### src/rtl/ple_pkg.sv
`timescale 1ns / 1ps
// Shared types, sizes and codes for the positional list engine.
package ple_pkg;

  localparam int CAPACITY = 256;
  localparam int IDX_W    = (CAPACITY > 1) ? $clog2(CAPACITY) : 1;
  localparam int CNT_W    = $clog2(CAPACITY + 1);
  localparam int VAL_W    = 32;
  localparam int POS_W    = 9;

  typedef enum logic [1:0] {
    CMD_INSERT = 2'd0,
    CMD_DELETE = 2'd1,
    CMD_FIND   = 2'd2,
    CMD_CLEAR  = 2'd3
  } cmd_t;

  typedef enum logic [1:0] {
    ST_OK    = 2'd0,
    ST_RANGE = 2'd1,
    ST_FULL  = 2'd2,
    ST_MISS  = 2'd3
  } status_t;

  typedef enum logic [1:0] {
    CELL_HOLD = 2'd0,
    CELL_INS  = 2'd1,
    CELL_DEL  = 2'd2,
    CELL_FIND = 2'd3
  } cell_op_t;

  // Broadcast to every cell in the chain.
  typedef struct packed {
    cell_op_t               op;
    logic [IDX_W-1:0]       slot;
    logic signed [VAL_W-1:0] value;
    logic [CNT_W-1:0]       count;
  } cell_ctl_t;

endpackage

### src/rtl/ple_cell.sv
`timescale 1ns / 1ps
// One list slot: holds an entry, shifts with its neighbors, compares for find.
module ple_cell import ple_pkg::*; (
  input  logic                    clk,
  input  logic                    rst_n,
  input  cell_ctl_t               ctl,
  input  logic [IDX_W-1:0]        cell_index,
  input  logic signed [VAL_W-1:0] left_i,
  input  logic signed [VAL_W-1:0] right_i,
  output logic signed [VAL_W-1:0] data_o,
  output logic                    match_o
);

  logic signed [VAL_W-1:0] data_r, data_nxt;
  logic                    match_r, match_nxt;
  logic                    live;

  assign live = CNT_W'(cell_index) < ctl.count;

  always_comb begin
    data_nxt  = data_r;
    match_nxt = match_r;
    unique case (ctl.op)
      CELL_HOLD: ;
      CELL_INS: begin
        // open a gap at the slot: later entries take their left neighbor
        if (cell_index > ctl.slot) begin
          data_nxt = left_i;
        end else if (cell_index == ctl.slot) begin
          data_nxt = ctl.value;
        end
      end
      CELL_DEL: begin
        if (cell_index >= ctl.slot) begin
          data_nxt = right_i;
        end
      end
      CELL_FIND: begin
        match_nxt = live && (data_r == ctl.value);
      end
      default: ;
    endcase
  end

  always_ff @(posedge clk) begin
    data_r <= data_nxt;
  end

  always_ff @(posedge clk) begin
    if (!rst_n) begin
      match_r <= 1'b0;
    end else begin
      match_r <= match_nxt;
    end
  end

  assign data_o  = data_r;
  assign match_o = match_r;

endmodule

### config.mk
export PLATFORM = sky130hd
export DESIGN_NAME = ple_cell
export DESIGN_NICKNAME = d
export VERILOG_FILES = /design/src/rtl/ple_pkg.sv /design/src/rtl/ple_cell.sv
export SDC_FILE = /design/constraint.sdc
export NUM_CORES = 1
export LEC_CHECK = 0
export BUFFER_PORTS_ARGS = -buffer_cell sky130_fd_sc_hd__buf_2
export CORE_MARGIN = 2
export CORE_UTILIZATION = 45
export DETAILED_ROUTE_END_ITERATION = 6
export GPL_TIMING_DRIVEN = 1
export PLACE_DENSITY_LB_ADDON = 0.15
export SLEW_MARGIN = 20
export SYNTH_ARGS = -nofsm -noshare
export SYNTH_HDL_FRONTEND = slang
export SYNTH_SLANG_ARGS = --single-unit
### constraint.sdc
create_clock -name clk -period 3.25 [get_ports clk]
set_input_delay 0.1625 -clock clk [delete_from_list [all_inputs] [get_ports clk]]
set_output_delay 0.1625 -clock clk [all_outputs]
set_load 0.02 [all_outputs]
* Yosys cells after proc, flatten, opt, wreduce, memory -nomap -nowiden *
Index checks and enable logic that the tools add are counted.

storage, ports and cells
  flip-flop bits (word level) = 33
  bits in latches = 0
  RAM bits = 0
  memory bits (read-only) = 0
  bits of input ports = 125
  output and inout bits = 33
  logic and storage cells = 19
  memories = 0

operators by class
  add/sub/neg operators = 0
  $mul = 0
  divide/modulo/power cells = 0
  $lt $le $gt $ge = 3
  equality and inequality tests = 7
  shift-type cells = 0
  mux-type cells = 4
  bitwise operators = 0
  reductions and logical operators = 3

operators with widths
  operator                                              count
  two-way mux 32 bit                                    3
  case mux 32 bit (2 select lines)                      1
  equality test 32 bit                                  1
  < comparator 8 x 9 -> 1 bit                           1
  equality test 8 bit                                   1
  greater-or-equal comparator 8 bit                     1
  greater-than comparator 8 bit                         1
  equality test 2 bit (second input constant)           2
  inequality test 3 bit (second input constant)         1
  AND reduction 3 bit                                   1
  equality test 2 x 1 -> 1 bit (second input constant)  1
  inequality test 2 bit (second input constant)         1
  nonzero test 2 bit                                    1
  logical AND 1 bit                                     1

* Logic depth before layout (Yosys ltp) *
Gate-level depths: netlist of the first run.

  word-level depth = 4
  gate-level depth with buffers = 8
  gate-level depth less buffers = 7

* Least setup slack after synthesis of the first run *
Ideal clock, no wire load.

  kind = input to register
  start point = input ctl[49] (netlist name)
  end point = register data_r[0], in the netlist data_o[0], enable pin
  arrival time = 2.332 ns
  setup slack = 0.497 ns
  stages on the path = 7
  path buffers = 2
  cells stage by stage = inv_1 > ha_1 > clkbuf_1 > clkbuf_1 > nor2_1 > nor4_1 > nor2_1

on the way
  longest elaborated chain between the ends = 3

ends and longest elaborated chain
  element                                                                     line            source
  start: declaration                                                          ple_cell.sv:6   input cell_ctl_t ctl,
  equality test 2 x 1 -> 1 bit / equality test 2 bit (equally long branches)  ple_cell.sv:23  unique case (ctl.op)
  inequality test 3 bit (no line) (tied with other cells)                     -
  AND reduction 3 bit (no line) (*)                                           -
  end signal: assignment                                                      ple_cell.sv:46  data_r <= data_nxt;
  end: declaration                                                            ple_cell.sv:14  logic signed [VAL_W-1:0] data_r, data_nxt;

Every way passes the cells marked *; elsewhere a longest branch is shown, timed or not.
A chain may end at the register's enable or synchronous reset.

* Worst setup path in the final report of the first run *
  start point = input ctl[49] (netlist name)
  end point = register data_r[17], in the netlist data_o[17] (data pin)

on the way
  longest elaborated chain between the ends = 2

ends and longest elaborated chain
  element                                                                     line
  equality test 2 bit / equality test 2 x 1 -> 1 bit (equally long branches)  ple_cell.sv:23
  case mux 32 bit (2 select lines) (*)                                        ple_cell.sv:23
  net data_nxt[17]                                                            ple_cell.sv:14

Mark *: on every way through the listed nets, which the timed path passes. The rest lies on a longest branch.

==> metrics, run 1 <==
CP Data Arrival Time 2020 ps; Max clock buf depth 2; R2R Path Start data_o[5]$_DFFE_PP_; Final setup viols 0; Crit. End Element flop; Crit Path Max Fanout 55; Synth top cells by count and4b_1 (33), nor2b_1 (33), a221o_1 (32), edfxtp_1 (32), xnor2_1 (32); drt drc 0; Core Util, Final 0.617; clk sinks 33; port bufs 157; mapped cell area 0.00273 mm^2; cell taking the most area after synthesis edfxtp_1; Worst-Margin Slew 912 ps; # resized after CTS 0; max incr delay on CP 620 ps; NumNets Final 547; Critical Path RT 3290 ps; r2r setup slk 1560 ps; Clock transition at path regs 70 ps; Post-Place Cell Area 0.00355 mm^2; Initial Utilization 0.463; setup_tns 0 ps; largest net degree at the start of global routing 56; post-synthesis mux area share 0; root buf cell clkbuf_8; global-route wire length before repair 11200 um; initial drt markers 94; antenna violations before repair 0; hold_ws 138 ps; detailed-route via count 2630; CP cell instances buf_2, inv_1, ha_2, buf_4, and4b_1, a221o_1; crit share post-route 0.611; antenna-violating nets left 0; Final min period 1980 ps; Avg WL per Cell 16.2 um; Worst-Skew Late Latency 300 ps; outcome finished, final reports clean; antenna cells 0; maximum vdd drop 0.222 mV; pwr dens 416 mW/mm^2; largest family of logic cells by synthesized area simple AND/OR/NAND/NOR gates; Hold Buf Count CTS 0; Final Hold Fails 0; RSZ-0062 raised after global routing false; Synth Area in Adders 0.0826; Finished Cell Area 0.00363 mm^2; Post-Syn Instances 255; Ports 158; Ys Warns 0; max cap viols 0; vias in the first global route 2388; fmax 504 MHz; Critical R2R Capture match_o$_SDFFE_PN0N_; drt pass-1 iters 5; min-delay src rst_n; syn_area_per_cell 10.7 um^2; post-synth top area share 0.353; CORE AREA 0.00589 mm^2; CTS tree done; clk_skew 6.22 ps; crit path kind input pin to flop; Die Y 81.8 um; Detail Placement HPWL 5970 um; Synth async-reset ratio 0; routability cong. 0.747; critical path launch point type input pin; overall power 0.00151 W; die area 0.00669 mm^2; Synth Area in XOR/XNOR 0.103; P&R area growth vs syn 33.3%; GRT Util Overall 0.226; Synth Flop Type edfxtp_1; compound-gate portion of the synthesized area 0.157; Post-synth EDFFs 32; Synth area leaders edfxtp_1 (35%), and4b_1 (12%), a221o_1 (12%); # rows 28; Slew HR 0.391; Min-Delay Path Class input pin to flop; # Post-CTS Setup Buffers 0; worst r2r path cells 5; Synthesized Nets 398; hold path depth 3; simple-gate area share of the yosys netlist 0.239; Vias/cell 5.48; Worst Hold End match_o$_SDFFE_PN0N_; sequential-to-total area share from yosys stat 0.360; layout cell share with drive strength beyond 1 0.425; leakage 1.70 nW; pins over their slew limit 0; CP max-delay cell ha_2; die extent in x 81.8 um; Seq cells post-synth 33; Routed Wire Length 7780 um; grt ovf 0; Distinct cells, synth 27; CTS Buf Count 5; H-tree levels 2
## state kept, by name (all words and copies together) (netlist names)
name     count
match_o      1
data_o      32
## worst max-delay path: cells and delay by family
| kind | cells | cell delay, ps |
|---|---|---|
| buffers and inverters | 3 | 690 |
| adder cells (fa/ha/maj) | 1 | 620 |
| AO/OA/AOI/OAI | 1 | 260 |
| AND/OR/NAND/NOR | 1 | 250 |
## where the power goes
| group | switching [W] | leakage [nW] | internal [W] |
|---|---|---|---|
| sequential | 0.0000526 | 0.310 | 0.000569 |
| combinational | 0.000318 | 1.34 | 0.000262 |
| clock | 0.000162 | 0.0450 | 0.000149 |
| total | 0.000533 | 1.70 | 0.000980 |
## cell type report
class                      count  area [um^2]
clock buffer                   6         72.6
clock inverter                 2         10.0
fill                         509         2250
inverter                      17         63.8
multi-input combinational    186         1600
sequential                    33          981
tap                           75         93.8
timing repair buffer         161          816
## worst max path at each step
stage | from | end | depth (start not counted) | slack, ps
6_report | ctl[49] | data_o[17]$_DFFE_PP_ | 6 | 1270
5_1_grt | ctl[49] | data_o[18]$_DFFE_PP_ | 6 | 1100
4_1_cts | ctl[49] | data_o[17]$_DFFE_PP_ | 6 | 1270
3_5_place_dp | ctl[49] | data_o[9]$_DFFE_PP_ | 6 | 960
3_3_place_gp | ctl[49] | data_o[18]$_DFFE_PP_ | 6 | 1020
2_1_floorplan | ctl[49] | data_o[0]$_DFFE_PP_ | 7 | 500
## placed cells by master, fill, tap and decap left out, drive strengths merged
master and count:
nor2 4, a221o 32, nand4 9, inv 17, a21boi 1, a21oi 6
ha 18, nor2b 33, nand3 2, nand3b 1, nor4 2, o211ai 2
edfxtp 32, o21ai 4, a21o 1, and4b 33, buf 161, dfxtp 1
nand2 2, xnor2 32, a211oi 1, o2111ai 1, clkinv 2, a211o 1
nor3 1, clkbuf 6
## per-stage QoR
step	worst slack (ps)	instances
floorplan	497	255
global placement	1020	472
detailed placement	962	472
CTS	1270	480
global route	1100	480
finish	1270	480
## metal layers
metal | vias to the layer above | share of wire | routed length [um] | global-route usage
met2 | 128 | 0.48 | 3760 | 0.392
met1 | 1196 | 0.41 | 3200 | 0.273
li1 | 1294 | - | - | -
met4 | 0 | 0.016 | 122 | 0.0733
met3 | 12 | 0.089 | 691 | 0.0549
met5 | - | 0 | 0 | 0
## cells by family (layout without fill, tap and decap cells)
| logic type | after synthesis | after routing |
|---|---|---|
| AND/OR/NAND/NOR | 87 | 87 |
| AO/OA/AOI/OAI | 49 | 49 |
| buffers and inverters | 36 | 186 |
| flip-flops | 33 | 33 |
| XOR/XNOR | 32 | 32 |
| adder cells (fa/ha/maj) | 18 | 18 |
(Power assumes the default switching activity.)
==> inputs of run 2 (changes only) <==
--- a/config.mk
+++ b/config.mk
@@ -7,7 +7,7 @@
 export LEC_CHECK = 0
 export BUFFER_PORTS_ARGS = -buffer_cell sky130_fd_sc_hd__buf_2
 export CORE_MARGIN = 2
-export CORE_UTILIZATION = 45
+export CORE_UTILIZATION = 40
 export DETAILED_ROUTE_END_ITERATION = 6
 export GPL_TIMING_DRIVEN = 1
 export PLACE_DENSITY_LB_ADDON = 0.15
==> constraint.sdc (replaced) <==
create_clock -name clk -period 1.7 [get_ports clk]
set_input_delay 0.085 -clock clk [delete_from_list [all_inputs] [get_ports clk]]
set_output_delay 0.085 -clock clk [all_outputs]
set_load 0.02 [all_outputs]
==> metrics, run 2 (synthesis results as in run 1) <==
outcome finished with violations; failing checks negative setup slack; global-route wire length before repair 12600 um; most common cell after layout, fill and taps aside buf_2; CORE AREA 0.00668 mm^2; Clock transition at path regs 70 ps; max incr delay on CP 400 ps; critical path launch point type input pin; power share of the clock group 0.194; CP Data Arrival Time 1750 ps; Detail Placement HPWL 6420 um; antenna violations before repair 0; P&R area growth vs syn 47.6%; Crit. End Element flop; Die Y 86.5 um; drt drc 0; Min-Delay Path Class input pin to flop; Reg power frac 0.391; Slew HR 0.781; clk sinks 33; Int Power 0.00198 W; Initial Utilization 0.408; hold path depth 3; detailed-route via count 2707; Critical R2R Capture match_o$_SDFFE_PN0N_; Final min period 1710 ps; GRT met1 Usage 0.268; Worst-Skew Late Latency 290 ps; min-delay src rst_n; CTS tree done; fmax 584 MHz; Sw Share 0.347; placed cells 494; die area 0.00749 mm^2; largest net degree at the start of global routing 49; R2R Path Start data_o[5]$_DFFE_PP_; antenna-violating nets left 0; grt ovf 0; Crit path max-delay family compound AO/OA/AOI/OAI gates; hold_ws 80.9 ps; crit path kind input pin to flop; die extent in x 86.5 um; Finished Cell Area 0.00402 mm^2; leakage 1.85 nW; crit share post-route 1.01; clk_skew 9.16 ps; Buf/Inv on CP 2; Routed Wire Length 8310 um; routability cong. 0.805; Psw 0.00105 W; Critical Path RT 1740 ps; Crit Path Max Fanout 18; antenna cells 0; CP cell instances buf_2, ha_4, nor2b_4, o211ai_1, a211o_2, buf_12, and4b_1, a221o_1; H-tree levels 2; Avg WL per Cell 16.4 um; RSZ-0062 raised after global routing true; NumNets Final 569; CTS Buf Count 5; Worst Hold End match_o$_SDFFE_PN0N_; Final setup viols 3; drt pass-1 iters 4; Post-Place Cell Area 0.00382 mm^2; port bufs 157; Vias/cell 5.34; maximum vdd drop 0.334 mV; met3 GRT Util 0.0524; vias in the first global route 2662; Ports 158; overall power 0.00303 W; max cap viols 0; Worst-Margin Slew 326 ps; CP max-delay cell a211o_2; r2r setup slk 80 ps; pins over their slew limit 0; initial drt markers 92; GRT Util Overall 0.219; Finished Layout Cells 507; Comb power frac 0.415; root buf cell clkbuf_8; GRT Max-Usage Layer met2; pwr dens 755 mW/mm^2; # rows 30; number of flip-flops in the largest register 32; layout cell share with drive strength beyond 1 0.482; leading cell types in the layout, fill and taps excluded buf_2 (156), and4b_1 (33), nor2b_1 (32), a221o_1 (32), edfxtp_1 (32); global-route track usage on met2 0.389; Final Hold Fails 0; worst r2r path cells 6; post-route worst setup slack -13.0 ps; Max clock buf depth 2; setup_tns -14.6 ps
[run 2: cell types whose count changed in the layout (fill, tap and decap cells not counted), moves of 2 or more]
cell,before,now
buf_4,4,17
buf_6,0,3
ha_4,0,4
buf_12,0,6
clkinv_2,2,0
inv_1,17,14
ha_1,17,13
inv_2,0,2
nor4_1,2,0
[run 2: final cells by class]
type / count / area, um^2
Sequential cell: 33 / 981
Inverter: 17 / 76.3
Clock inverter: 1 / 7.51
Clock buffer: 7 / 76.3
Tap cell: 80 / 100
Timing Repair Buffer: 183 / 1090
Multi-Input combinational cell: 186 / 1690
Fill cell: 598 / 2660
[run 2: worst max path at each step]
stage / startpoint / slack, ps / cells past startpoint / to
after floorplan: ctl[42] / -20 / 8 / data_o[29]$_DFFE_PP_
after global placement: ctl[42] / -340 / 10 / data_o[18]$_DFFE_PP_
after detailed placement: ctl[42] / -390 / 10 / data_o[9]$_DFFE_PP_
after CTS: cell_index[5] / -10 / 9 / data_o[17]$_DFFE_PP_
after global routing: ctl[48] / -80 / 10 / data_o[4]$_DFFE_PP_
final: cell_index[1] / -10 / 8 / data_o[17]$_DFFE_PP_
[run 2: timing repair]
item | CTS | global route
hold buffers | 0 | 0
cloned | 0 | 2
endpoints found under the setup margin | 33 | 34
buffers inserted | 2 | 1
resized for setup | 5 | 10
pin swaps | 1 | 4
[run 2: per-layer routing]
layer,wire length (um),up-vias
met4,119,0
met2,4050,104
met5,0,-
met3,595,9
li1,-,1341
met1,3550,1253
[run 2: metrics by stage]
stage	setup slack, ps	utilization
after floorplan	-21.7	-
after global placement	-341	0.572
after detailed placement	-392	0.572
after CTS	-10.9	0.590
after global routing	-81.6	0.602
final	-13.0	0.602
[run 2: tightest hold or removal path: cells and delay by family]
kind	cells	cell delay, ps
simple gates	1	80
buf+inv	1	90
compound gates	1	80
[run 2: power groups by stage]
stage	Combinational (W)	Sequential [W]	Clock (W)
global route	0.00136	0.00121	0.000634
finish	0.00126	0.00119	0.000587
global placement	0.00119	0.00120	0
CTS	0.00122	0.00119	0.000598
floorplan	0.000522	0.00138	0
detailed placement	0.00120	0.00120	0
