File: src/rtl/ple_pkg.sv
`timescale 1ns / 1ps
// Shared types, sizes and codes for the positional list engine.
package ple_pkg;

  localparam int CAPACITY = 256;
  localparam int IDX_W    = (CAPACITY > 1) ? $clog2(CAPACITY) : 1;
  localparam int CNT_W    = $clog2(CAPACITY + 1);
  localparam int VAL_W    = 32;
  localparam int POS_W    = 9;

  typedef enum logic [1:0] {
    CMD_INSERT = 2'd0,
    CMD_DELETE = 2'd1,
    CMD_FIND   = 2'd2,
    CMD_CLEAR  = 2'd3
  } cmd_t;

  typedef enum logic [1:0] {
    ST_OK    = 2'd0,
    ST_RANGE = 2'd1,
    ST_FULL  = 2'd2,
    ST_MISS  = 2'd3
  } status_t;

  typedef enum logic [1:0] {
    CELL_HOLD = 2'd0,
    CELL_INS  = 2'd1,
    CELL_DEL  = 2'd2,
    CELL_FIND = 2'd3
  } cell_op_t;

  // Broadcast to every cell in the chain.
  typedef struct packed {
    cell_op_t               op;
    logic [IDX_W-1:0]       slot;
    logic signed [VAL_W-1:0] value;
    logic [CNT_W-1:0]       count;
  } cell_ctl_t;

endpackage

File: src/rtl/ple_first_match.sv
`timescale 1ns / 1ps
// Two-stage registered find-first over the cell match flags.
module ple_first_match import ple_pkg::*; (
  input  logic                clk,
  input  logic [CAPACITY-1:0] match_i,
  output logic                hit_o,
  output logic [IDX_W-1:0]    index_o
);

  localparam int GRP    = 16;
  localparam int GRP_W  = 4;
  localparam int NGRP   = (CAPACITY + GRP - 1) / GRP;
  localparam int NGRP_W = (NGRP > 1) ? $clog2(NGRP) : 1;
  localparam int PAD_W  = NGRP * GRP;

  logic [PAD_W-1:0]       match_pad;
  logic [NGRP-1:0]        grp_hit_r, grp_hit_nxt;
  logic [GRP_W-1:0]       grp_sub_r [NGRP];
  logic [GRP_W-1:0]       grp_sub_nxt [NGRP];
  logic                   hit_r, hit_nxt;
  logic [IDX_W-1:0]       index_r, index_nxt;

  assign match_pad = PAD_W'(match_i);

  // stage one: first set flag inside each group of sixteen
  always_comb begin
    for (int g = 0; g < NGRP; g++) begin
      grp_hit_nxt[g] = |match_pad[g*GRP +: GRP];
      grp_sub_nxt[g] = '0;
      for (int b = GRP - 1; b >= 0; b--) begin
        if (match_pad[g*GRP + b]) begin
          grp_sub_nxt[g] = GRP_W'(b);
        end
      end
    end
  end

  // stage two: first group with a hit
  always_comb begin
    hit_nxt   = |grp_hit_r;
    index_nxt = '0;
    for (int g = NGRP - 1; g >= 0; g--) begin
      if (grp_hit_r[g]) begin
        index_nxt = IDX_W'({NGRP_W'(g), grp_sub_r[g]});
      end
    end
  end

  always_ff @(posedge clk) begin
    grp_hit_r <= grp_hit_nxt;
    grp_sub_r <= grp_sub_nxt;
    hit_r     <= hit_nxt;
    index_r   <= index_nxt;
  end

  assign hit_o   = hit_r;
  assign index_o = index_r;

endmodule

File: config.mk
export PLATFORM = sky130hd
export DESIGN_NAME = ple_first_match
export DESIGN_NICKNAME = d
export VERILOG_FILES = /design/src/rtl/ple_pkg.sv /design/src/rtl/ple_first_match.sv
export SDC_FILE = /design/constraint.sdc
export NUM_CORES = 1
export LEC_CHECK = 0
export BUFFER_PORTS_ARGS = -buffer_cell sky130_fd_sc_hd__clkbuf_2
export CAP_MARGIN = 5
export CORE_ASPECT_RATIO = 1.1
export CORE_MARGIN = 3
export CORE_UTILIZATION = 46
export CTS_CLUSTER_DIAMETER = 30
export CTS_CLUSTER_SIZE = 24
export DETAILED_ROUTE_END_ITERATION = 10
export PLACE_DENSITY = 0.81
export SLEW_MARGIN = 5
export SYNTH_ARGS = -nofsm -noshare
export SYNTH_HDL_FRONTEND = slang
export SYNTH_SLANG_ARGS = --single-unit
File: constraint.sdc
create_clock -name clk -period 1.6 [get_ports clk]
set_input_delay 0.32 -clock clk [delete_from_list [all_inputs] [get_ports clk]]
set_output_delay 0.32 -clock clk [all_outputs]
set_load 0.05 [all_outputs]
== Yosys cells after proc, flatten, opt, wreduce, memory -nomap -nowiden ==
Cells that the tools add are included.

* Bits in registers: 89
* Logic and storage cells: 395
* Output and inout port bits: 9
* Input bits: 257

* Multiplexer cells: 256
* Reductions and logical operators: 68

{| class="wikitable"
|+ Operators by type and width
! cell !! count
|-
| $mux 4 || 129
|-
| $reduce_or 16->1 || 17
|-
| $mux 3 || 64
|-
| $reduce_or 8->1 || 17
|-
| $reduce_or 4->1 || 17
|-
| $mux 2 || 32
|-
| $mux 8 || 8
|-
| $reduce_or 2->1 || 17
|-
| $mux 7 || 4
|-
| $mux 1 || 16
|-
| $mux 6 || 2
|-
| $mux 5 || 1
|}

== Logic depth before layout (Yosys ltp) ==
Gate-level depths: netlist of the first run.

* Word-level depth: 16
* Mapped depth: 6
* Depth with buffers taken out: 5

== Worst setup path after synthesis of the first run ==
OpenSTA, ideal clock, no wires.

* Path kind: reg2reg
* Start point: register grp_hit_r[0]
* End point: register index_r[2] (netlist: index_o[2])
* Data arrival time: 1.178 ns
* Path slack: 0.303 ns
* Stages on the path, launching flop included: 7
* Buffers on the path: 1
* Path through: dfxtp_1 > buf_2 > nor2_2 > o211ai_1 > a311oi_1 > o41a_1 > nor3_2

* Word-level cells in the longest chain between the ends: 1

{| class="wikitable"
|+ RTL lines
! what !! line !! source
|-
| from (decl) || ple_first_match.sv:17 || <nowiki>logic [NGRP-1:0] grp_hit_r, grp_hit_nxt;</nowiki>
|-
| from (signal assigned) || ple_first_match.sv:50 || <nowiki>grp_hit_r <= grp_hit_nxt;</nowiki>
|-
| $mux 4 || ple_first_match.sv:43 || <nowiki>if (grp_hit_r[g]) begin</nowiki>
|-
| via index_nxt[2] || ple_first_match.sv:21 || <nowiki>logic [IDX_W-1:0] index_r, index_nxt;</nowiki>
|-
| to (signal assigned) || ple_first_match.sv:53 || <nowiki>index_r <= index_nxt;</nowiki>
|-
| to (decl) || ple_first_match.sv:21 ||
|}

The timed path passes the listed nets, and every way through them passes these cells.
A chain may end at the register's enable or synchronous reset.

== Final worst setup path of the first run ==
* Start point: register grp_hit_r[8]
* End point: register index_r[1] (netlist: index_o[1])

* Word-level cells in the longest chain between the ends: 9

{| class="wikitable"
|+ RTL lines
! what !! line
|-
| $mux 8 || ple_first_match.sv:43
|-
| $mux 7 (4 in series) || ple_first_match.sv:43
|-
| $mux 6 (2 in series) || ple_first_match.sv:43
|-
| $mux 5 || ple_first_match.sv:43
|-
| $mux 4 || ple_first_match.sv:43
|-
| via index_nxt[1] || ple_first_match.sv:21
|}

The timed path passes the listed nets, and every way through them passes these cells.

==> impl_metrics.yaml, run 1 <==
route:
  dr.pass1.iters: 5
  drt-initial-drc-count: 287
  wire_per_inst_um: 12.5
  wirelength_mm: 14.5
  vias: 6030
  route.detailed.drc: 0
  vias_per_cell: 5.23
  ant_nets: 0
power_and_ir_drop:
  seq_power_share_pct: 43.3
  intPower_uw: 4110
  clock_power_share_pct: 40.3
  p_sw_uw: 1240
  irDropWorstVdd_mv: 0.493
  leakagePower_uw: 0.00313
  p_per_area_nw_per_um2: 762
  finalPower_uw: 5350
  netSwitchingFraction_pct: 23.1
  power_frac_comb_pct: 16.3
yosys:
  synth-main-ff-cell: "dfxtp_1"
  synth.avg_cell_area_sq_um: 7.13
  syn_inst: 728
  synth_top_family_by_area: "simple AND/OR/NAND/NOR gates"
  synth_nets: 985
  synth_cell_types: 46
  ys_ff_latch: 89
  synth-compound-area-share_pct: 30.0
  synthAdderAreaFrac_pct: 0
  ys_seq_area_share_pct: 34.3
  synth_warnings: 0
  syn-cell-area_sq_um: 5190
  synthArstFlopShare_pct: 0
  synth_xor_area_share_pct: 0
  synthMuxAreaShare_pct: 0
  synth-simple-area-share_pct: 30.6
  synth-edff-count: 0
global_route:
  antenna_found_initial: 0
  grt_pass1_vias: 5653
  grt_pass1_wl_mm: 23.7
  grt_max_degree: 14
  track_usage_pct: 22.3
  grt_overflow: 0
cells_and_area:
  drive_above_1_share_pct: 29.3
  final_common_cell: "clkbuf_2"
  final_cell_mix: "clkbuf_2, nor2_1, dfxtp_1, nand2_1, a21oi_1"
  nets: 1259
  finalInstanceArea_sq_um: 7020
  num_antenna_cells: 0
  area_growth_syn_to_layout_pct: 35.1
clock_tree:
  cts_max_path_buffers: 2
  htreeDepth: 3
  cts_made_buffers: 9
  cts-resized-gates: 0
  clk_latency_ns: 0.33
  cts.sinks: 89
  path_clk_slew_ns: 0.06
  hold_buffers: 0
  clockRootBuffer: "clkbuf_16"
  post_cts.repair.setup_buffers: 0
  cts_tree: "built"
die:
  die_area_sq_um: 12600
  die_h_um: 117
  coreArea_sq_um: 11000
  num_rows: 40
  ios: 266
  die_w_um: 107
  start_util_pct: 47.4
timing:
  hold-worst-slack_ns: 0.178
  finalSetupViolations: 0
  period_minus_slack_ns: 1.47
  finalSetupTns_ns: 0
  tightestPinTransition_ns: 0.553
  rsz0062_at_grt: "no"
  relSlewSlack_pct: 62.8
  hold_viol_final: 0
  clock.fmax_mhz: 682
  fin_crit_sh_pct: 91.7
  slew_violations: 0
  fin_worst_skew_ns: 0.00481
outcome:
  outcome: "finished clean"
critical_path:
  cp.arrival_ns: 1.68
  cp-start-kind: "flip-flop"
  rrSetupSlack_ns: 0.13
  endpoint_kind: "flip-flop"
  timing.rr.start: "grp_hit_r[8]"
  path_class: "flip-flop to flip-flop"
  crit_fanout: 7
  worstSetupStartpoint: "grp_hit_r[8]"
  worstPathRequired_ns: 1.81
run:
  max_cap_viol_count: 0
placement:
  routabilityCongestion: 0.908
  dp_hpwl_mm: 12.4
  io_buffers: 265
  placed_area_sq_um: 6700
min_path:
  hold_path.startpoint: "match_i[16]"
  min_path_type: "input port to flip-flop"
==> worst paths after layout <==
kind                   end  cells past startpoint
min reg2reg     index_o[1]                      2
max             index_o[1]                      5
min          grp_sub_r[57]                      2
max reg2reg     index_o[1]                      5
==> state kept, by name (all words and copies together) (netlist names) <==
register and flops:
hit_o 1, grp_sub_r 64, grp_hit_r 16, index_o 8
==> layer usage <==
layer  track usage, %  vias to the layer above  share of wire, %  wire [um]
met5                0                        -                 0          0
met4             6.24                        0               1.5        219
met3             3.96                       20               7.3       1050
met2             40.7                      198                50       7270
met1             26.2                     2606                41       5910
li1                 -                     3206                 -          -
==> power by group through the flow <==
stage               clock, uW  sequential, uW  combinational, uW
global placement            0            2360                856
detailed placement          0            2360                870
finish                   2160            2320                874
global route             2280            2320                988
CTS                      2190            2320                875
floorplan                   0            2360                347
==> cell families after synthesis <==
| kind of cell | after synthesis |
|---|---|
| buffers and inverters | 66 |
| AO/OA/AOI/OAI | 224 |
| flip-flops | 89 |
| AND/OR/NAND/NOR | 349 |
==> cells in the mapped netlist, types with 4 or more instances <==
cell | number | area [sq um]
a211oi_1 | 34 | 255
a21boi_0 | 17 | 128
a21oi_1 | 63 | 315
buf_2 | 6 | 30.0
dfxtp_1 | 89 | 1780
inv_1 | 57 | 214
nand2_1 | 75 | 282
nand2b_1 | 22 | 138
nand3_1 | 33 | 165
nor2_1 | 135 | 507
nor2_2 | 4 | 25.0
nor2b_1 | 5 | 31.3
nor3_1 | 33 | 165
nor4_1 | 33 | 206
o211ai_1 | 5 | 37.5
o21ai_0 | 9 | 45.0
o21ai_1 | 5 | 25.0
o21bai_1 | 17 | 128
o31a_1 | 32 | 280
o31ai_1 | 19 | 143
==> stage by stage <==
step                      setup WS [ns]  std cells  utilization [%]
after floorplan                   0.303        728                -
after global placement            0.204       1138             61.2
after detailed placement          0.175       1138             61.2
after CTS                         0.160       1153             64.0
after global routing             0.0195       1153             64.0
final                             0.133       1153             64.0
==> worst max-delay path, stage by stage (launching register included) <==
cell and delay (ns):
dfxtp_1 0.44, nor2b_1 0.09, a221oi_1 0.39, o211ai_1 0.17
a21oi_1 0.17, o21ai_1 0.08
==> cell type report <==
cell class / count / area, sq um
Sequential cell: 89 / 1780
Inverter: 58 / 218
Timing Repair Buffer: 271 / 1370
Fill cell: 1046 / 3950
Multi-Input combinational cell: 573 / 3150
Clock buffer: 12 / 246
Clock inverter: 3 / 65.1
Tap cell: 147 / 184
Power figures use the tool's default switching activity.
==> run 2, diff against run 1 <==
--- a/config.mk
+++ b/config.mk
@@ -5,15 +5,18 @@
 export SDC_FILE = /design/constraint.sdc
 export NUM_CORES = 1
 export LEC_CHECK = 0
+export ABC_AREA = 1
 export BUFFER_PORTS_ARGS = -buffer_cell sky130_fd_sc_hd__clkbuf_2
 export CAP_MARGIN = 5
 export CORE_ASPECT_RATIO = 1.1
 export CORE_MARGIN = 3
-export CORE_UTILIZATION = 46
+export CORE_UTILIZATION = 48
+export CTS_BUF_LIST = sky130_fd_sc_hd__clkbuf_2 sky130_fd_sc_hd__clkbuf_4 sky130_fd_sc_hd__clkbuf_8
 export CTS_CLUSTER_DIAMETER = 30
 export CTS_CLUSTER_SIZE = 24
 export DETAILED_ROUTE_END_ITERATION = 10
-export PLACE_DENSITY = 0.81
+export GPL_ROUTABILITY_DRIVEN = 1
+export PLACE_DENSITY = 0.82
 export SLEW_MARGIN = 5
 export SYNTH_ARGS = -nofsm -noshare
 export SYNTH_HDL_FRONTEND = slang
==> run 2 against run 1 <==
  * Global-route usage rose by 0.33 points
  * Fmax is 0.51% higher
  * Via count increased by 8.2%
  * Clock power decreased by 23%
  * Sequential share of layout area down 0.97 points
  * Area after synthesis is 7.6% higher
  * Final area grew 4.3%
  * First-iteration DRC count decreased by 10%
==> impl_metrics.yaml, run 2 <==
outcome:
  outcome: "finished clean"
cells_and_area:
  nets: 1489
  final_cell_mix: "clkbuf_2, inv_1, nand2_1, nor2_1, a21oi_1"
  largest_reg_flops: 64
  num_antenna_cells: 0
  final_util_pct: 65.5
  final_common_cell: "clkbuf_2"
  area_growth_syn_to_layout_pct: 30.9
  largest_register: "grp_sub_r"
  drive_above_1_share_pct: 25.5
critical_path:
  endpoint_kind: "flip-flop"
  crit_top_cell: "nand2_1"
  cp-start-kind: "flip-flop"
  crit_fanout: 5
  path_class: "flip-flop to flip-flop"
  worstPathCellList: "inv_1 -> o311ai_1 -> nand4_1 -> nand2_1 -> a21oi_1 -> o21ai_1 -> nand2_1"
  slowest_stage: "dfxtp_1"
  critPathMaxStageDelay_ns: 0.41
  cp.arrival_ns: 1.70
  worstPathRequired_ns: 1.84
global_route:
  grt_overflow: 0
  grt_pass1_wl_mm: 24.2
  antenna_found_initial: 0
  grt_max_degree: 17
  grt_pass1_vias: 6081
  track_usage_pct: 22.6
route:
  dr.pass1.iters: 5
  vias_per_cell: 4.72
  wirelength_mm: 14.8
  wire_per_inst_um: 10.7
  ant_nets: 0
  drt-initial-drc-count: 257
  route.detailed.drc: 0
  vias: 6527
placement:
  io_buffers: 265
  routabilityCongestion: 0.918
  dp_hpwl_mm: 13.1
yosys:
  synth_warnings: 0
  ys_seq_area_share_pct: 31.9
  synth-main-ff-cell: "dfxtp_1"
  synth_nets: 1214
  synth.avg_cell_area_sq_um: 5.84
  yosysMostFrequentCell: "inv_1"
  synth-edff-count: 0
  synth.area.top_cells: "dfxtp_1, inv_1, nand2_1, nor2_1, a21oi_1"
  netlist.area_leader.share_pct: 31.9
  syn_inst: 957
  syn-cell-area_sq_um: 5590
  synth_cell_types: 27
  synth_top_area_cell: "dfxtp_1"
  ys_ff_latch: 89
  synth_commonest_cells: "inv_1, nand2_1, nor2_1"
  synthArstFlopShare_pct: 0
timing:
  slew_violations: 0
  period_minus_slack_ns: 1.46
  fin_worst_skew_ns: 0.00776
  rsz0062_at_grt: "no"
  finalSetupTns_ns: 0
  clock.fmax_mhz: 685
  finalSetupViolations: 0
  fin_crit_sh_pct: 91.2
  relSlewSlack_pct: 66.1
  tightestPinTransition_ns: 0.503
  hold_viol_final: 0
clock_tree:
  htreeDepth: 3
  clockRootBuffer: "clkbuf_8"
  cts_made_buffers: 9
  cts.sinks: 89
  post_cts.repair.setup_buffers: 0
  clk_latency_ns: 0.35
  path_clk_slew_ns: 0.08
  cts_max_path_buffers: 2
  cts_tree: "built"
die:
  start_util_pct: 50.1
  ios: 266
  coreArea_sq_um: 11200
  die_w_um: 109
  die_area_sq_um: 13000
  num_rows: 40
  die_h_um: 119
power_and_ir_drop:
  leakagePower_uw: 0.00408
  p_per_area_nw_per_um2: 665
  p_sw_uw: 1260
  seq_power_share_pct: 47.4
  power_frac_comb_pct: 18.5
  clock_power_share_pct: 34.1
  irDropWorstVdd_mv: 0.453
  netSwitchingFraction_pct: 25.9
  intPower_uw: 3600
run:
  max_cap_viol_count: 0
min_path:
  min_path_type: "input port to flip-flop"
[run 2: layout make-up]
| type | instances | area [sq um] |
|---|---|---|
| fill | 1069 | 3850 |
| tap | 147 | 184 |
| multi-input combinational | 635 | 2920 |
| timing repair buffer | 266 | 1330 |
| sequential | 89 | 1790 |
| clock inverter | 7 | 101 |
| inverter | 231 | 867 |
| clock buffer | 9 | 124 |
[run 2: what timing repair did]
action,CTS,global route
hold buffers,0,0
gates resized for setup,0,5
hold endpoints to repair,0,0
setup endpoints to repair,0,3
[run 2: cells by family after synthesis]
group,Yosys count,share of synthesized area [%]
flip-flops,89,31.9
buffers and inverters,233,15.9
AO/OA/AOI/OAI,150,15.7
AND/OR/NAND/NOR,485,36.4
[run 2: critical path: cells and delay by family, from the launching register on]
kind / cells / cell delay, ns
compound gates: 3 / 0.49
buf+inv: 1 / 0.12
flops: 1 / 0.41
simple gates: 3 / 0.34
[run 2: metal layers]
layer | track usage (%) | up-vias | part of all wire [%]
met4 | 6.08 | 0 | 1.4
met2 | 42.6 | 199 | 51
met1 | 25.0 | 2763 | 40
met3 | 4.66 | 18 | 7.7
met5 | 0 | - | 0
li1 | - | 3547 | -
[run 2: per-stage QoR]
stage	instances	area [sq um]	power [uW]	setup slack (ns)	hold slack, ns
2_1_floorplan	957	5590	2790	0.312	0.392
3_3_place_gp	1368	7080	3240	0.186	0.425
3_5_place_dp	1368	7080	3260	0.129	0.434
4_1_cts	1384	7310	4920	0.0901	0.112
5_1_grt	1384	7310	5130	0.00164	0.121
6_report	1384	7310	4870	0.141	0.133
[run 2: final timing paths]
kind	from	to	slack, ns	depth (start not counted)
setup / recovery	grp_hit_r[13]	index_o[2]	0.14	7
hold / removal	match_i[96]	grp_sub_r[36]	0.13	2
setup reg to reg	grp_hit_r[13]	index_o[2]	0.14	7
hold reg to reg	grp_sub_r[62]	index_o[2]	0.45	2
[run 2: power by group through the flow]
stage	Combinational (uW)	Sequential (uW)	Clock, uW
floorplan	429	2360	0
global placement	885	2360	0
detailed placement	898	2360	0
CTS	904	2310	1700
global route	1040	2310	1780
finish	900	2310	1660
==> run 3, diff against run 2 <==
--- a/config.mk
+++ b/config.mk
@@ -16,6 +16,7 @@
 export CTS_CLUSTER_SIZE = 24
 export DETAILED_ROUTE_END_ITERATION = 10
 export GPL_ROUTABILITY_DRIVEN = 1
+export MAX_ROUTING_LAYER = met4
 export PLACE_DENSITY = 0.82
 export SLEW_MARGIN = 5
 export SYNTH_ARGS = -nofsm -noshare
==> run 3 against run 2 <==
  * Combinational power hardly changed
  * Final area stayed put
  * Sequential share of layout area stayed put
  * Critical path type unchanged
  * Critical endpoint unchanged
  * Critical path depth stayed put
  * Sequential power hardly changed
  * Non-clock buffer count stayed put
  * Highest routed layer unchanged
==> impl_metrics.yaml, run 3 (synthesized netlist as in run 2, its figures left out) <==
route:
  wire_per_inst_um: 10.7
  route.detailed.drc: 0
  wirelength_mm: 14.8
  ant_nets: 0
  vias_per_cell: 4.72
  drt-initial-drc-count: 261
  vias: 6528
  dr.pass1.iters: 6
critical_path:
  cp-start-kind: "flip-flop"
  crit_family: "compound AO/OA/AOI/OAI gates"
  worstPathRequired_ns: 1.85
  path_buf_inv: 1
  cp.arrival_ns: 1.71
  crit_fanout: 5
  rrSetupSlack_ns: 0.14
  crit_top_cell: "nand2_1"
  worstPathCellList: "inv_1 -> o311ai_1 -> nand4_1 -> nand2_1 -> a21oi_1 -> o21ai_1 -> nand2_1"
  endpoint_kind: "flip-flop"
  path_class: "flip-flop to flip-flop"
  slowest_stage: "dfxtp_1"
  critPathMaxStageDelay_ns: 0.41
placement:
  pre_cts_slack_ns: 0.129
  dp.cells: 1368
  io_buffers: 265
  placed_area_sq_um: 7080
  dp_hpwl_mm: 13.1
  routabilityCongestion: 0.934
cells_and_area:
  largest_register: "grp_sub_r"
  area_growth_syn_to_layout_pct: 30.9
  nets: 1489
  final_cell_mix: "clkbuf_2, inv_1, nand2_1, nor2_1, a21oi_1"
  finalInstanceArea_sq_um: 7310
  drive_above_1_share_pct: 25.5
  instances_no_fill: 1384
  final_common_cell: "clkbuf_2"
  num_antenna_cells: 0
  largest_reg_flops: 64
  final_util_pct: 65.5
outcome:
  outcome: "finished clean"
die:
  num_rows: 40
  ios: 266
  start_util_pct: 50.1
  coreArea_sq_um: 11200
  die_w_um: 109
  die_area_sq_um: 13000
  die_h_um: 119
timing:
  relSlewSlack_pct: 66.1
  finalSetupViolations: 0
  hold_viol_final: 0
  period_minus_slack_ns: 1.46
  fin_ws_ns: 0.141
  clock.fmax_mhz: 685
  slew_violations: 0
  tightestPinTransition_ns: 0.504
  finalSetupTns_ns: 0
  rsz0062_at_grt: "no"
  fin_crit_sh_pct: 91.2
  fin_worst_skew_ns: 0.00785
global_route:
  grt_pass1_vias: 6092
  grt_pass1_wl_mm: 24.2
  grt_overflow: 0
  grt_max_degree: 17
  track_usage_pct: 23.2
  antenna_found_initial: 0
run:
  max_cap_viol_count: 0
clock_tree:
  post_cts.repair.setup_buffers: 0
  clk_latency_ns: 0.35
  cts.sinks: 89
  cts_tree: "built"
  cts_made_buffers: 9
  cts_max_path_buffers: 2
  htreeDepth: 3
  path_clk_slew_ns: 0.08
  clockRootBuffer: "clkbuf_8"
power_and_ir_drop:
  irDropWorstVdd_mv: 0.453
  leakagePower_uw: 0.00408
  p_per_area_nw_per_um2: 665
min_path:
  min_path_type: "input port to flip-flop"
[run 3: cell counts in the layout (fill, tap and decap cells not counted)]
No cell type changed its count.
[run 3: area by class of cell]
class	count	area, sq um
fill	1069	3850
multi-input combinational	635	2920
sequential	89	1790
timing repair buffer	266	1330
inverter	231	867
tap	147	184
clock buffer	9	124
clock inverter	7	101
[run 3: worst paths after layout]
path / startpoint / to / cells past startpoint
worst max register to register: grp_hit_r[13] / index_o[2] / 7
worst max-delay path: grp_hit_r[13] / index_o[2] / 7
worst min register to register: grp_sub_r[62] / index_o[2] / 2
worst min-delay path: match_i[96] / grp_sub_r[36] / 2
[run 3: layer usage]
metal / up-vias / share of wire [%] / track usage, %
met2: 201 / 51 / 42.6
met3: 18 / 7.4 / 4.23
met1: 2761 / 40 / 25.3
met4: 0 / 1.3 / 6.08
li1: 3548 / - / -
met5: - / 0 / -
[run 3: power breakdown]
group          switching [uW]  total, uW  leakage [uW]  internal, uW
logic                     473        900       0.00324           427
clock network             763       1660      0.000112           897
registers                26.4       2310      0.000728          2280
total                    1260       4870       0.00408          3600
[run 3: metrics by stage]
step	hold WS [ns]	power (uW)
6_report	0.133	4870
5_1_grt	0.121	5130
4_1_cts	0.112	4920
3_5_place_dp	0.434	3260
3_3_place_gp	0.425	3240
2_1_floorplan	0.392	2790
[run 3: timing repair]
item,CTS,global route
hold buffers,0,0
endpoints found under the hold margin,0,0
resized for setup,0,5
setup endpoints to repair,0,3
